### config.mk
export PLATFORM = sky130hd
export DESIGN_NAME = round_robin_thread_scheduler
export DESIGN_NICKNAME = d
export VERILOG_FILES = /design/src/design/rrts_pkg.sv /design/src/design/rrts_ctrl.sv /design/src/design/rrts_datapath.sv /design/src/design/round_robin_thread_scheduler.sv
export SDC_FILE = /design/constraint.sdc
export NUM_CORES = 1
export LEC_CHECK = 0
export BUFFER_PORTS_ARGS = -buffer_cell sky130_fd_sc_hd__buf_4
export CAP_MARGIN = 20
export CELL_PAD_IN_SITES_DETAIL_PLACEMENT = 2
export CELL_PAD_IN_SITES_GLOBAL_PLACEMENT = 2
export CORE_UTILIZATION = 32
export CTS_CLUSTER_SIZE = 14
export DETAILED_ROUTE_END_ITERATION = 12
export GPL_TIMING_DRIVEN = 0
export PLACE_DENSITY_LB_ADDON = 0.05
export SETUP_SLACK_MARGIN = 0.4
export SLEW_MARGIN = 25
export SYNTH_ARGS = -nofsm -noshare
export SYNTH_HDL_FRONTEND = slang
export SYNTH_SLANG_ARGS = --single-unit
### constraint.sdc
create_clock -name clk_i -period 3.5 [get_ports clk_i]
set_input_delay 0.175 -clock clk_i [delete_from_list [all_inputs] [get_ports clk_i]]
set_output_delay 0.175 -clock clk_i [all_outputs]
set_load 0.05 [all_outputs]
### src/design/rrts_pkg.sv
// Package for the round-robin thread scheduler.
// Holds the shared codes, reset constants and controller/datapath structs.
// It has no dependencies.
`default_nettype none

package rrts_pkg;

  // Default number of thread slots.
  localparam int unsigned ThreadSlots = 4;

  // Widths fixed by the transaction fields.
  localparam int unsigned SpW     = 8;
  localparam int unsigned AddrW   = 16;
  localparam int unsigned SlotW   = 2;
  localparam int unsigned PswW    = 5;
  localparam int unsigned PaddrW  = 3;
  localparam int unsigned PdataW  = 32;

  // Reset values of the configuration registers.
  localparam logic [SpW-1:0] StackBaseRst   = 8'h3F;
  localparam logic [SpW-1:0] StackStrideRst = 8'h10;

  // Bytes of the initial frame pushed by the outside frame writer.
  localparam logic [SpW-1:0] FrameBytes = 8'd7;

  // Configuration register indexes, taken from paddr bit 2.
  typedef enum logic {
    REG_STACK_BASE   = 1'b0,
    REG_STACK_STRIDE = 1'b1
  } reg_idx_e;

  typedef enum logic [1:0] {
    FN_CREATE = 2'd0,
    FN_YIELD  = 2'd1,
    FN_EXIT   = 2'd2
  } func_e;

  typedef enum logic [1:0] {
    ST_OK        = 2'd0,
    ST_NO_FREE   = 2'd1,
    ST_NO_ACTIVE = 2'd2
  } status_e;

  // Commands from the controller to the datapath.
  typedef struct packed {
    logic load;    // capture the incoming transaction
    logic commit;  // update scheduler state and result registers
  } dp_cmd_t;

  // Status from the datapath to the controller.
  typedef struct packed {
    logic func_valid;  // captured function code produces a result
  } dp_status_t;

endpackage

`default_nettype wire

### src/design/rrts_ctrl.sv
// Controller state machine of the round-robin thread scheduler.
// Depends on rrts_pkg for the command and status structs.
`default_nettype none

module rrts_ctrl (
  input  wire logic               clk_i,
  input  wire logic               rst_ni,
  input  wire logic               start,
  output logic                    busy,
  input  wire rrts_pkg::dp_status_t status_i,
  output rrts_pkg::dp_cmd_t       cmd_o,
  output logic                    result_valid_o
);

  typedef enum logic [1:0] {
    S_IDLE = 2'b01,
    S_EXEC = 2'b10
  } state_e;

  state_e state_q, state_d;
  logic   valid_q, valid_d;

  always_comb begin
    state_d     = state_q;
    cmd_o.load   = 1'b0;
    cmd_o.commit = 1'b0;
    valid_d     = 1'b0;
    unique case (state_q)
      S_IDLE: begin
        if (start) begin
          cmd_o.load = 1'b1;
          state_d    = S_EXEC;
        end
      end
      S_EXEC: begin
        cmd_o.commit = 1'b1;
        valid_d      = status_i.func_valid;
        state_d      = S_IDLE;
      end
      default: begin
        state_d = S_IDLE;
      end
    endcase
  end

  always_ff @(posedge clk_i or negedge rst_ni) begin
    if (!rst_ni) begin
      state_q <= S_IDLE;
      valid_q <= 1'b0;
    end else begin
      state_q <= state_d;
      valid_q <= valid_d;
    end
  end

  assign busy           = (state_q == S_EXEC);
  assign result_valid_o = valid_q;

endmodule

`default_nettype wire

### src/design/rrts_datapath.sv
// Datapath of the round-robin thread scheduler: slot state, saved stack
// pointers, slot searches and result registers. Depends on rrts_pkg.
`default_nettype none

module rrts_datapath #(
  parameter int unsigned ThreadSlots = rrts_pkg::ThreadSlots
) (
  input  wire logic                          clk_i,
  input  wire logic                          rst_ni,
  input  wire rrts_pkg::dp_cmd_t             cmd_i,
  output rrts_pkg::dp_status_t               status_o,
  input  wire logic [1:0]                    func_i,
  input  wire logic [rrts_pkg::SpW-1:0]      current_sp_i,
  input  wire logic [rrts_pkg::AddrW-1:0]    entry_addr_i,
  input  wire logic [rrts_pkg::SpW-1:0]      stack_base_i,
  input  wire logic [rrts_pkg::SpW-1:0]      stack_stride_i,
  output logic [1:0]                         status_res_o,
  output logic [rrts_pkg::SlotW-1:0]         slot_id_o,
  output logic [rrts_pkg::SpW-1:0]           stack_ptr_o,
  output logic [rrts_pkg::PswW-1:0]          bank_psw_o,
  output logic [rrts_pkg::AddrW-1:0]         start_addr_o
);

  localparam int unsigned IdxW = $clog2(ThreadSlots);
  localparam int unsigned SpW  = rrts_pkg::SpW;

  // Captured transaction.
  logic [1:0]                 func_q;
  logic [SpW-1:0]             sp_q;
  logic [rrts_pkg::AddrW-1:0] entry_q;

  // Scheduler state.
  logic [ThreadSlots-1:0] active_q, active_d;
  logic [IdxW-1:0]        run_q, run_d;
  logic [SpW-1:0]         sp_tab_q [ThreadSlots];

  // Table write port.
  logic            tab_we;
  logic [IdxW-1:0] tab_waddr;
  logic [SpW-1:0]  tab_wdata;

  // Result next values.
  logic [1:0]                 res_status_d;
  logic [rrts_pkg::SlotW-1:0] res_slot_d;
  logic [SpW-1:0]             res_sp_d;
  logic [rrts_pkg::PswW-1:0]  res_psw_d;
  logic [rrts_pkg::AddrW-1:0] res_addr_d;

  // Lowest free slot.
  logic            free_found;
  logic [IdxW-1:0] free_idx;
  logic [SpW-1:0]  init_sp;

  // Round-robin search.
  logic [ThreadSlots-1:0] run_bit;
  logic [ThreadSlots-1:0] srch_map;
  logic                   nx_found;
  logic [IdxW-1:0]        nx_idx;
  logic [IdxW:0]          cand;
  logic [SpW-1:0]         nx_sp;

  assign status_o.func_valid = (func_q == rrts_pkg::FN_CREATE) ||
                               (func_q == rrts_pkg::FN_YIELD) ||
                               (func_q == rrts_pkg::FN_EXIT);

  assign run_bit = ThreadSlots'(1) << run_q;

  always_comb begin
    free_found = 1'b0;
    free_idx   = '0;
    for (int s = ThreadSlots - 1; s >= 0; s--) begin
      if (!active_q[s]) begin
        free_found = 1'b1;
        free_idx   = IdxW'(s);
      end
    end
  end

  assign init_sp = SpW'(stack_base_i + SpW'(stack_stride_i * SpW'(free_idx)) +
                        rrts_pkg::FrameBytes);

  // Exit searches the map with the running slot already cleared.
  assign srch_map = (func_q == rrts_pkg::FN_EXIT) ? (active_q & ~run_bit) : active_q;

  // Slots after the running one are tested first, the running slot last.
  always_comb begin
    nx_found = 1'b0;
    nx_idx   = '0;
    cand     = {1'b0, run_q};
    for (int k = 0; k < ThreadSlots; k++) begin
      cand = cand + 1'b1;
      if (cand == (IdxW + 1)'(ThreadSlots)) begin
        cand = '0;
      end
      if (!nx_found && srch_map[cand[IdxW-1:0]]) begin
        nx_found = 1'b1;
        nx_idx   = cand[IdxW-1:0];
      end
    end
  end

  // A yield that lands on the running slot returns the pointer it just saved.
  assign nx_sp = ((func_q == rrts_pkg::FN_YIELD) && (nx_idx == run_q)) ?
                 sp_q : sp_tab_q[nx_idx];

  always_comb begin
    active_d     = active_q;
    run_d        = run_q;
    tab_we       = 1'b0;
    tab_waddr    = run_q;
    tab_wdata    = sp_q;
    res_status_d = rrts_pkg::ST_OK;
    res_slot_d   = '0;
    res_sp_d     = '0;
    res_psw_d    = '0;
    res_addr_d   = '0;
    case (func_q)
      rrts_pkg::FN_CREATE: begin
        if (free_found) begin
          active_d  = active_q | (ThreadSlots'(1) << free_idx);
          tab_we    = 1'b1;
          tab_waddr = free_idx;
          tab_wdata = init_sp;
          res_slot_d = rrts_pkg::SlotW'(free_idx);
          res_sp_d   = init_sp;
          res_psw_d  = rrts_pkg::PswW'({res_slot_d, 3'b000});
          res_addr_d = entry_q;
        end else begin
          res_status_d = rrts_pkg::ST_NO_FREE;
        end
      end
      rrts_pkg::FN_YIELD, rrts_pkg::FN_EXIT: begin
        if (func_q == rrts_pkg::FN_YIELD) begin
          tab_we = 1'b1;
        end else begin
          active_d = srch_map;
        end
        if (nx_found) begin
          run_d      = nx_idx;
          res_slot_d = rrts_pkg::SlotW'(nx_idx);
          res_sp_d   = nx_sp;
        end else begin
          res_status_d = rrts_pkg::ST_NO_ACTIVE;
          res_slot_d   = rrts_pkg::SlotW'(run_q);
        end
      end
      default: begin
        res_status_d = rrts_pkg::ST_OK;
      end
    endcase
  end

  always_ff @(posedge clk_i or negedge rst_ni) begin
    if (!rst_ni) begin
      active_q <= '0;
      run_q    <= '0;
    end else if (cmd_i.commit) begin
      active_q <= active_d;
      run_q    <= run_d;
    end
  end

  always_ff @(posedge clk_i) begin
    if (cmd_i.commit && tab_we) begin
      sp_tab_q[tab_waddr] <= tab_wdata;
    end
  end

  always_ff @(posedge clk_i) begin
    if (cmd_i.load) begin
      func_q  <= func_i;
      sp_q    <= current_sp_i;
      entry_q <= entry_addr_i;
    end
    if (cmd_i.commit) begin
      status_res_o <= res_status_d;
      slot_id_o    <= res_slot_d;
      stack_ptr_o  <= res_sp_d;
      bank_psw_o   <= res_psw_d;
      start_addr_o <= res_addr_d;
    end
  end

endmodule

`default_nettype wire

### src/design/round_robin_thread_scheduler.sv
// Top level of the round-robin thread scheduler: APB configuration registers,
// controller and datapath. Depends on rrts_pkg, rrts_ctrl and rrts_datapath.
`default_nettype none

// A transaction is accepted at a rising edge where start is high and busy is
// low. The accepting edge captures the command, and the busy state then
// runs the free-slot search or the round-robin search over the slots and
// commits the new scheduler state. The result appears on the result ports
// with result_valid_o high for exactly one cycle after the busy state; in
// that same cycle the next transaction may already be accepted, but none is
// taken while busy is high. The receiver cannot stall: a result must be
// captured in the cycle its strobe is high. Function code 3 is ignored and
// produces no result. Configuration registers stack_base (address 0) and
// stack_stride (address 4) are written through the APB port and must only
// change while no transaction is pending.

module round_robin_thread_scheduler #(
  parameter int unsigned ThreadSlots = rrts_pkg::ThreadSlots
) (
  input  wire logic                          clk_i,
  input  wire logic                          rst_ni,
  // Command channel.
  input  wire logic                          start,
  output logic                               busy,
  input  wire logic [1:0]                    func_i,
  input  wire logic [rrts_pkg::SpW-1:0]      current_sp_i,
  input  wire logic [rrts_pkg::AddrW-1:0]    entry_addr_i,
  // Result channel.
  output logic                               result_valid_o,
  output logic [1:0]                         status_o,
  output logic [rrts_pkg::SlotW-1:0]         slot_id_o,
  output logic [rrts_pkg::SpW-1:0]           stack_ptr_o,
  output logic [rrts_pkg::PswW-1:0]          bank_psw_o,
  output logic [rrts_pkg::AddrW-1:0]         start_addr_o,
  // APB configuration port.
  input  wire logic                          psel,
  input  wire logic                          penable,
  input  wire logic                          pwrite,
  input  wire logic [rrts_pkg::PaddrW-1:0]   paddr,
  input  wire logic [rrts_pkg::PdataW-1:0]   pwdata,
  output logic [rrts_pkg::PdataW-1:0]        prdata,
  output logic                               pready
);

  localparam int unsigned SpW = rrts_pkg::SpW;

  logic [SpW-1:0] stack_base_q;
  logic [SpW-1:0] stack_stride_q;
  logic           cfg_wr;
  logic [SpW-1:0] cfg_rd;

  rrts_pkg::dp_cmd_t    dp_cmd;
  rrts_pkg::dp_status_t dp_status;

  // The register index is carried by address bit 2; writes take effect in
  // the access phase.
  assign pready = 1'b1;
  assign cfg_wr = psel && penable && pwrite && pready;

  always_ff @(posedge clk_i or negedge rst_ni) begin
    if (!rst_ni) begin
      stack_base_q   <= rrts_pkg::StackBaseRst;
      stack_stride_q <= rrts_pkg::StackStrideRst;
    end else if (cfg_wr) begin
      unique case (rrts_pkg::reg_idx_e'(paddr[2]))
        rrts_pkg::REG_STACK_BASE:   stack_base_q   <= pwdata[SpW-1:0];
        rrts_pkg::REG_STACK_STRIDE: stack_stride_q <= pwdata[SpW-1:0];
        default: begin
          stack_base_q <= stack_base_q;
        end
      endcase
    end
  end

  always_comb begin
    unique case (rrts_pkg::reg_idx_e'(paddr[2]))
      rrts_pkg::REG_STACK_BASE:   cfg_rd = stack_base_q;
      rrts_pkg::REG_STACK_STRIDE: cfg_rd = stack_stride_q;
      default:                    cfg_rd = '0;
    endcase
  end

  assign prdata = rrts_pkg::PdataW'(cfg_rd);

  // The controller sequences capture and commit; it also owns the strobe.
  rrts_ctrl u_ctrl (
    .clk_i          (clk_i),
    .rst_ni         (rst_ni),
    .start          (start),
    .busy           (busy),
    .status_i       (dp_status),
    .cmd_o          (dp_cmd),
    .result_valid_o (result_valid_o)
  );

  // The datapath holds the slot bitmap, the running slot, the saved stack
  // pointers and the registered result fields.
  rrts_datapath #(
    .ThreadSlots (ThreadSlots)
  ) u_datapath (
    .clk_i          (clk_i),
    .rst_ni         (rst_ni),
    .cmd_i          (dp_cmd),
    .status_o       (dp_status),
    .func_i         (func_i),
    .current_sp_i   (current_sp_i),
    .entry_addr_i   (entry_addr_i),
    .stack_base_i   (stack_base_q),
    .stack_stride_i (stack_stride_q),
    .status_res_o   (status_o),
    .slot_id_o      (slot_id_o),
    .stack_ptr_o    (stack_ptr_o),
    .bank_psw_o     (bank_psw_o),
    .start_addr_o   (start_addr_o)
  );

endmodule

`default_nettype wire

# Word-level counts from Yosys, hierarchy flattened

Memory sizes are Yosys's and may differ from the RTL's.
Index checks and enable logic that the tools add are counted.

Register bits: 84
RAM bits: 32
Output and inout port bits: 68
Logic and storage cells: 123
Memories kept: 1

$add $sub $neg: 6
$mul: 1
Magnitude comparators: 4
Equal/unequal tests: 12
Shift operators: 2
Multiplexer cells: 58
Bitwise gates (word level): 4
Reductions and logical operators: 20

Memories:

| memory              | depth | bits a word | rd ports | clocked after memory_dff | wr ports | line                | source |
|---|---|---|---|---|---|---|---|
| u_datapath.sp_tab_q | 4     | 8           | 1        | 0                        | 1        | rrts_datapath.sv:35 | `logic [SpW-1:0] sp_tab_q [ThreadSlots];` |

Operators by type and width:

| operator            | count |
|---|---|
| $mux 8              | 5 |
| $mux 2              | 16 |
| $pmux 8 s2          | 2 |
| $mux 1              | 21 |
| $eq 3x3->1 const B  | 4 |
| $lt 2x3->1 const B  | 4 |
| $mux 4              | 3 |
| $add 3x1->3 const B | 3 |
| $mux 3              | 3 |
| $add 8x3->8 const B | 1 |
| $add 8x8->8         | 1 |
| $bmux 1 s2          | 4 |
| $mul 8x2->8         | 1 |
| $pmux 2 s2          | 2 |
| $pmux 4 s2          | 1 |
| $reduce_and 2->1    | 4 |
| $shl 1x2->4 const A | 2 |
| $logic_and 1x1->1   | 7 |
| $and 4x4->4         | 1 |
| $eq 2x1->1 const B  | 2 |
| $eq 2x2->1 const B  | 2 |
| $ne 2x2->1 const B  | 2 |
| $not 4->4           | 1 |
| $or 4x4->4          | 1 |
| 11 further kinds    | 14 |

# Logic depth before layout (Yosys ltp)

Word-level depth: 21
Mapped depth: 17
Gate-level depth less buffers: 16

# Modules after synthesis

From an unflattened synthesis, not the netlist that was laid out.

Cell total of the unflattened synthesis: 432
Area, all modules: 5748.0 µm²

Modules (own cells, without submodules):

| module                       | times used | cells each | area an instance (µm²) | seq. area each (µm²) |
|---|---|---|---|---|
| rrts_datapath                | 1          | 353        | 4693.3                 | 2792.7 |
| round_robin_thread_scheduler | 1          | 70         | 930.9                  | 409.1 |
| rrts_ctrl                    | 1          | 9          | 123.9                  | 76.3 |

# Worst setup path before layout

No wires, ideal clock.

Kind: register to register
From: register u_datapath.active_q[3]
To: register u_datapath.stack_ptr_o[6] (netlist name), data pin
Library setup time: 261 ps
Data arrival time: 3292 ps
Required time: 3239 ps
Slack: -53 ps
Cell stages (with the launch flop): 16
Path buffers: 1
Cell sequence: dfrtp_1 > buf_2 > nand2b_1 > a21boi_1 > nand2_1 > ha_1 > fa_1 > inv_1 > ha_1 > a21o_1 > a21oi_1 > o21bai_1 > a21oi_1 > xor2_1 > nor2_1 > a221o_1

Longest elaborated chain between the ends: 19
Elaborated cells on any way between the ends: 42
Those cells by class: 2 x add/sub; 1 x mul; 1 x eq/ne; 29 x mux; 1 x bitwise; 7 x reduce/logical; 1 x memory

RTL lines:

| element                                              | line                 | source |
|---|---|---|
| from (decl)                                          | rrts_datapath.sv:33  | `logic [ThreadSlots-1:0] active_q, active_d;` |
| from (signal assigned)                               | rrts_datapath.sv:158 | `active_q <= active_d;` |
| branches (longest 18 deep; another with $mul 8x2->8) | -                    |  |
| $pmux 8 s2 *                                         | rrts_datapath.sv:117 | `case (func_q)` |
| net u_datapath.res_sp_d[6]                           | rrts_datapath.sv:45  | `logic [SpW-1:0] res_sp_d;` |
| to (signal assigned)                                 | rrts_datapath.sv:178 | `stack_ptr_o <= res_sp_d;` |
| to (decl)                                            | rrts_datapath.sv:19  | `output logic [rrts_pkg::SpW-1:0] stack_ptr_o,` |

Mark *: on every way through the listed nets, which the timed path passes. The select of a mux whose other input is x is not followed.
A chain may end at the register's enable or synchronous reset.

# Worst setup path in the final report

Ends and elaborated chain as after synthesis.

==> metrics.md <==
| Metric | Value |
|---|---|
| Sequential area share after synthesis | between 50% and 60% |
| Initial cell density of the core | about 33% |
| Total area of multi-input combinational cells | approximately 2400 um2 |
| Number of buffers on the longest clock path | 2 |
| Number of global-route vias before repair | between 4000 and 5000 |
| Via count | 4004 |
| Run status | complete, but fails checks |
| Startpoint of the lowest-slack register-to-register path | u_datapath.active_q[3]$_DFFE_PN0P_ |
| Maximum ir drop on the vdd rail | around 0.00040 V |
| Number of enable flip-flop cells after synthesis | between 80 and 90 |
| Power per cell area | roughly 840 nW/um2 |
| Transition at the pin with the smallest max-transition slack | 0.834 ns |
| Mapped Area | 5700 um2 |
| Setup total negative slack | -0.0902 ns |
| Layout Cell Area excl Fill | 8110 um2 |
| Crit path launch | u_datapath.active_q[3]$_DFFE_PN0P_ |
| Starting DRC count in detailed routing | 157 |
| Dominant register cell in the synthesized netlist | edfxtp_1 |
| Critical path's top delay family | compound AO/OA/AOI/OAI gates |
| Crit Path Category | reg2reg |
| Gr usage total | about a fifth |
| Buf+Inv Stages, Crit Path | 3 |
| Final WL | about 16000 um |
| DP Worst Slack | -0.366 ns |
| Total global routing overflow | 0 |
| Final instance count without filler cells | 851 |
| Total cell area at the placement stage | approximately 6700 um2 |
| Unrepaired setup endpoints after global routing | yes |
| Final GP Congestion | 0.743 |
| Commonest non-fill, non-tap cells in the layout | 127 x buf_4, 88 x edfxtp_1, 35 x dlygate4sd3_1, 30 x nand2_1, 28 x conb_1 |
| Biggest fanout along the worst timing path | 4 |
| First-pass GRT wire length | 24900 um |
| Share of the synthesized area in the top cell type | between 40 and 50% |
| DRC Markers | 0 |
| Flop and latch count out of synthesis | 113 |
| Skew final | about 0.0079 ns |
| Final Max Slew Viols | 0 |
| FF+latch area | approximately 3300 um2 |
| Final Setup Violations | 3 |
| Drt wl/cell | 18.7 um |
| Number of placement rows | 48 |
| Clock tree from TritonCTS | done |
| Share of flip-flops with an asynchronous set or reset | between 20 and 25% |
| Remaining antenna violation count after routing | 0 |
| Cell with the largest stage delay on the worst path | fa_1 |
| Depth of the most critical reg-to-reg path | 15 |
| Clock period minus final worst setup slack | between 3 and 4 ns |
| Number of filler instances in the final layout | 1696 |
| Utilization after layout | a little under half |
| Commonest non-fill, non-tap cell in the layout | buf_4 |
| Worst max-slew margin expressed relative to the limit | 44.3% |
| Count of cell instances traversed by the critical path | 15 |
| Number of buffers inserted during clock tree synthesis | 17 |
| Count of final hold-check violations | 0 |
| Achievable frequency | approximately 0.28 GHz |
| Synth area leader | edfxtp_1 |
| Post-synth cell types | 57 |
| Number of sinks on the clock net | roughly 110 |
| Reg2Reg Capture Point | u_datapath.stack_ptr_o[6]$_DFFE_PP_ |
| Overall power of the completed layout | 6.77 mW |
| Via count normalized by instance count | 4.71 |
| Number of I/O port buffers | 80 |
| Data arrival time of the worst path | around 3.7 ns |
| Maximum cell stage delay along the critical path | approximately 0.46 ns |
| Critical path capture point type | flop |
| Violated checks | setup timing |
| Leakage | 3.41 nW |
| Synthesis-to-layout area growth | 42.3% |
| Pin count of the biggest net entering global routing | 34 |
| Share of cells above drive strength 1 | 40.3% |
| FF-to-FF setup slack | -0.05 ns |
| CTS H-tree lvls | 4 |
| Area contributors post-synth | edfxtp_1 46%, dfrtp_1 7.5%, ha_1 4.6%, mux2_2 4.3%, mux2i_1 4.0% |
| Diode insertion count for antenna repair | 0 |
| Cells along the critical path | buf_6 -> nand2b_4 -> a21boi_4 -> buf_6 -> buf_4 -> and2_4 -> fa_1 -> ha_4 -> ha_4 -> a21oi_4 -> o21bai_1 -> a21oi_2 -> xor2_2 -> nor2_1 -> a221o_1 |
| Max cap viols | 0 |
| Worst hold slack across all endpoints | 0.0815 ns |
| Die height | around 140 um |
| Crit start category | flop |
| Die width | approximately 140 um |
| First-pass DRT Iterations | 4 |
| Data required time at the worst endpoint | ~3.7 ns |
| Worst Hold Class | in2reg |
| Yosys warning total | 0 |
| Number of nets in the layout | ~710 |
| Gate count of the mapped netlist | 433 |
| Register clock-pin slew on the reported worst setup and hold paths | approximately 0.06 ns |
| Share of the clock period used by the worst path after layout | 102% |
| Critical path endpoint | u_datapath.stack_ptr_o[6]$_DFFE_PP_ |
| Inst Count DP | between 700 and 800 |
| IO Pins | ~140 |
| Per-instance average area after synthesis | roughly 13 um2 |
| Master cell of the clock root buffer | clkbuf_16 |
| Die footprint | about 18000 um2 |
| Core area | between 15000 and 20000 um2 |
| Clock insertion delay at the later pin of the skew report | 0.42 ns |
| Worst path setup slack after routing | -0.0549 ns |
| Sum of net half-perimeters after detailed placement | between 10000 and 15000 um |
| Initial antenna violation count | 0 |
## cell type report
cell class,instances,area share [%]
clock buffers,20,5.38
plain buffers,42,3.75
flip-flops and latches,113,40.5
repair buffers,136,13.9
inverters,24,1.11
multi-input cells,280,29.7
clock inverters,11,2.30
well taps,225,3.47
## worst register-to-register path, cell delays in order (launching register included)
cell	delay [ns]
dfrtp_1	0.39
buf_6	0.12
nand2b_4	0.14
a21boi_4	0.27
buf_6	0.15
buf_4	0.10
and2_4	0.13
fa_1	0.46
ha_4	0.31
ha_4	0.22
a21oi_4	0.16
o21bai_1	0.11
a21oi_2	0.21
xor2_2	0.19
nor2_1	0.06
a221o_1	0.28
## report_power, final
group	leakage, nW	switching, mW	internal [mW]
combinational	2.01	1.75	1.41
sequential	1.11	0.0884	1.66
clock	0.297	0.614	1.25
## kinds of logic after synthesis
group	share of synthesized area [%]
flip-flops	57.5
AND/OR/NAND/NOR	9.82
buffers and inverters	6.81
AO/OA/AOI/OAI	7.82
multiplexers	8.63
adder cells (fa/ha/maj)	7.07
XOR/XNOR	2.17
other	0.132
## routing by layer
metal / vias up / wire length, um / GRT usage (%) / share of wire, %
met4: 0 / 197 / 6.62 / 1.2
met3: 17 / 504 / 3.85 / 3.2
met5: - / 0 / 0 / 0
li1: 1868 / - / - / -
met1: 2027 / 6640 / 21.5 / 42
met2: 92 / 8540 / 33.8 / 54
## synth_stat cells (2+ instances only)
| library cell | number |
|---|---|
| a21boi_1 | 3 |
| a21boi_4 | 2 |
| a21o_1 | 4 |
| a21oi_1 | 16 |
| a221o_1 | 7 |
| a31oi_1 | 3 |
| and2_1 | 9 |
| and3_1 | 19 |
| and3b_1 | 2 |
| buf_1 | 2 |
| buf_4 | 30 |
| buf_6 | 2 |
| clkbuf_1 | 6 |
| conb_1 | 2 |
| dfrtp_1 | 17 |
| dfstp_2 | 8 |
| edfxtp_1 | 88 |
| fa_1 | 7 |
| ha_1 | 21 |
| inv_1 | 24 |
| mux2_2 | 22 |
| mux2i_1 | 23 |
| nand2_1 | 34 |
| nand2b_1 | 2 |
| nand3_1 | 4 |
| nor2_1 | 16 |
| nor2b_1 | 2 |
| o21ai_0 | 17 |
| o21bai_1 | 2 |
| o31ai_1 | 2 |
| or2_2 | 2 |
| xnor2_1 | 8 |
| xor2_1 | 3 |
## repair_timing
item                                    CTS  global route
gates resized for setup                  32            28
pin swaps                                15            18
hold buffers                             35             0
endpoints found under the hold margin    65             0
endpoints found under the setup margin   37            52
buffers inserted                          9            12
## sequential cells by signal, indices dropped and copies added (netlist names)
signal	count
u_datapath.bank_psw_o	2
u_datapath.sp_tab_q	32
u_datapath.func_q	2
u_datapath.status_res_o	2
u_datapath.entry_q	16
u_datapath.start_addr_o	16
stack_base_q	8
u_datapath.run_q	2
u_datapath.slot_id_o	2
u_datapath.active_q	4
u_datapath.sp_q	8
u_ctrl.result_valid_o	1
stack_stride_q	8
u_datapath.stack_ptr_o	8
u_ctrl.state_q	2
## how the worst min path moves through the flow
stage                     startpoint                            end  slack [ns]  cells past startpoint
final                          start  u_ctrl.state_q[0]$_DFFE_PN1P_        0.08                      3
after global routing           start  u_ctrl.state_q[0]$_DFFE_PN1P_        0.09                      3
after CTS                      start  u_ctrl.state_q[0]$_DFFE_PN1P_        0.06                      3
after detailed placement      rst_ni  stack_stride_q[5]$_DFFE_PN0P_        0.12                      1
after global placement        rst_ni  stack_stride_q[5]$_DFFE_PN0P_        0.11                      1
after floorplan               rst_ni    stack_base_q[6]$_DFFE_PN0P_       -0.12                      0
Note: power is estimated with default switching activity, not from simulation.
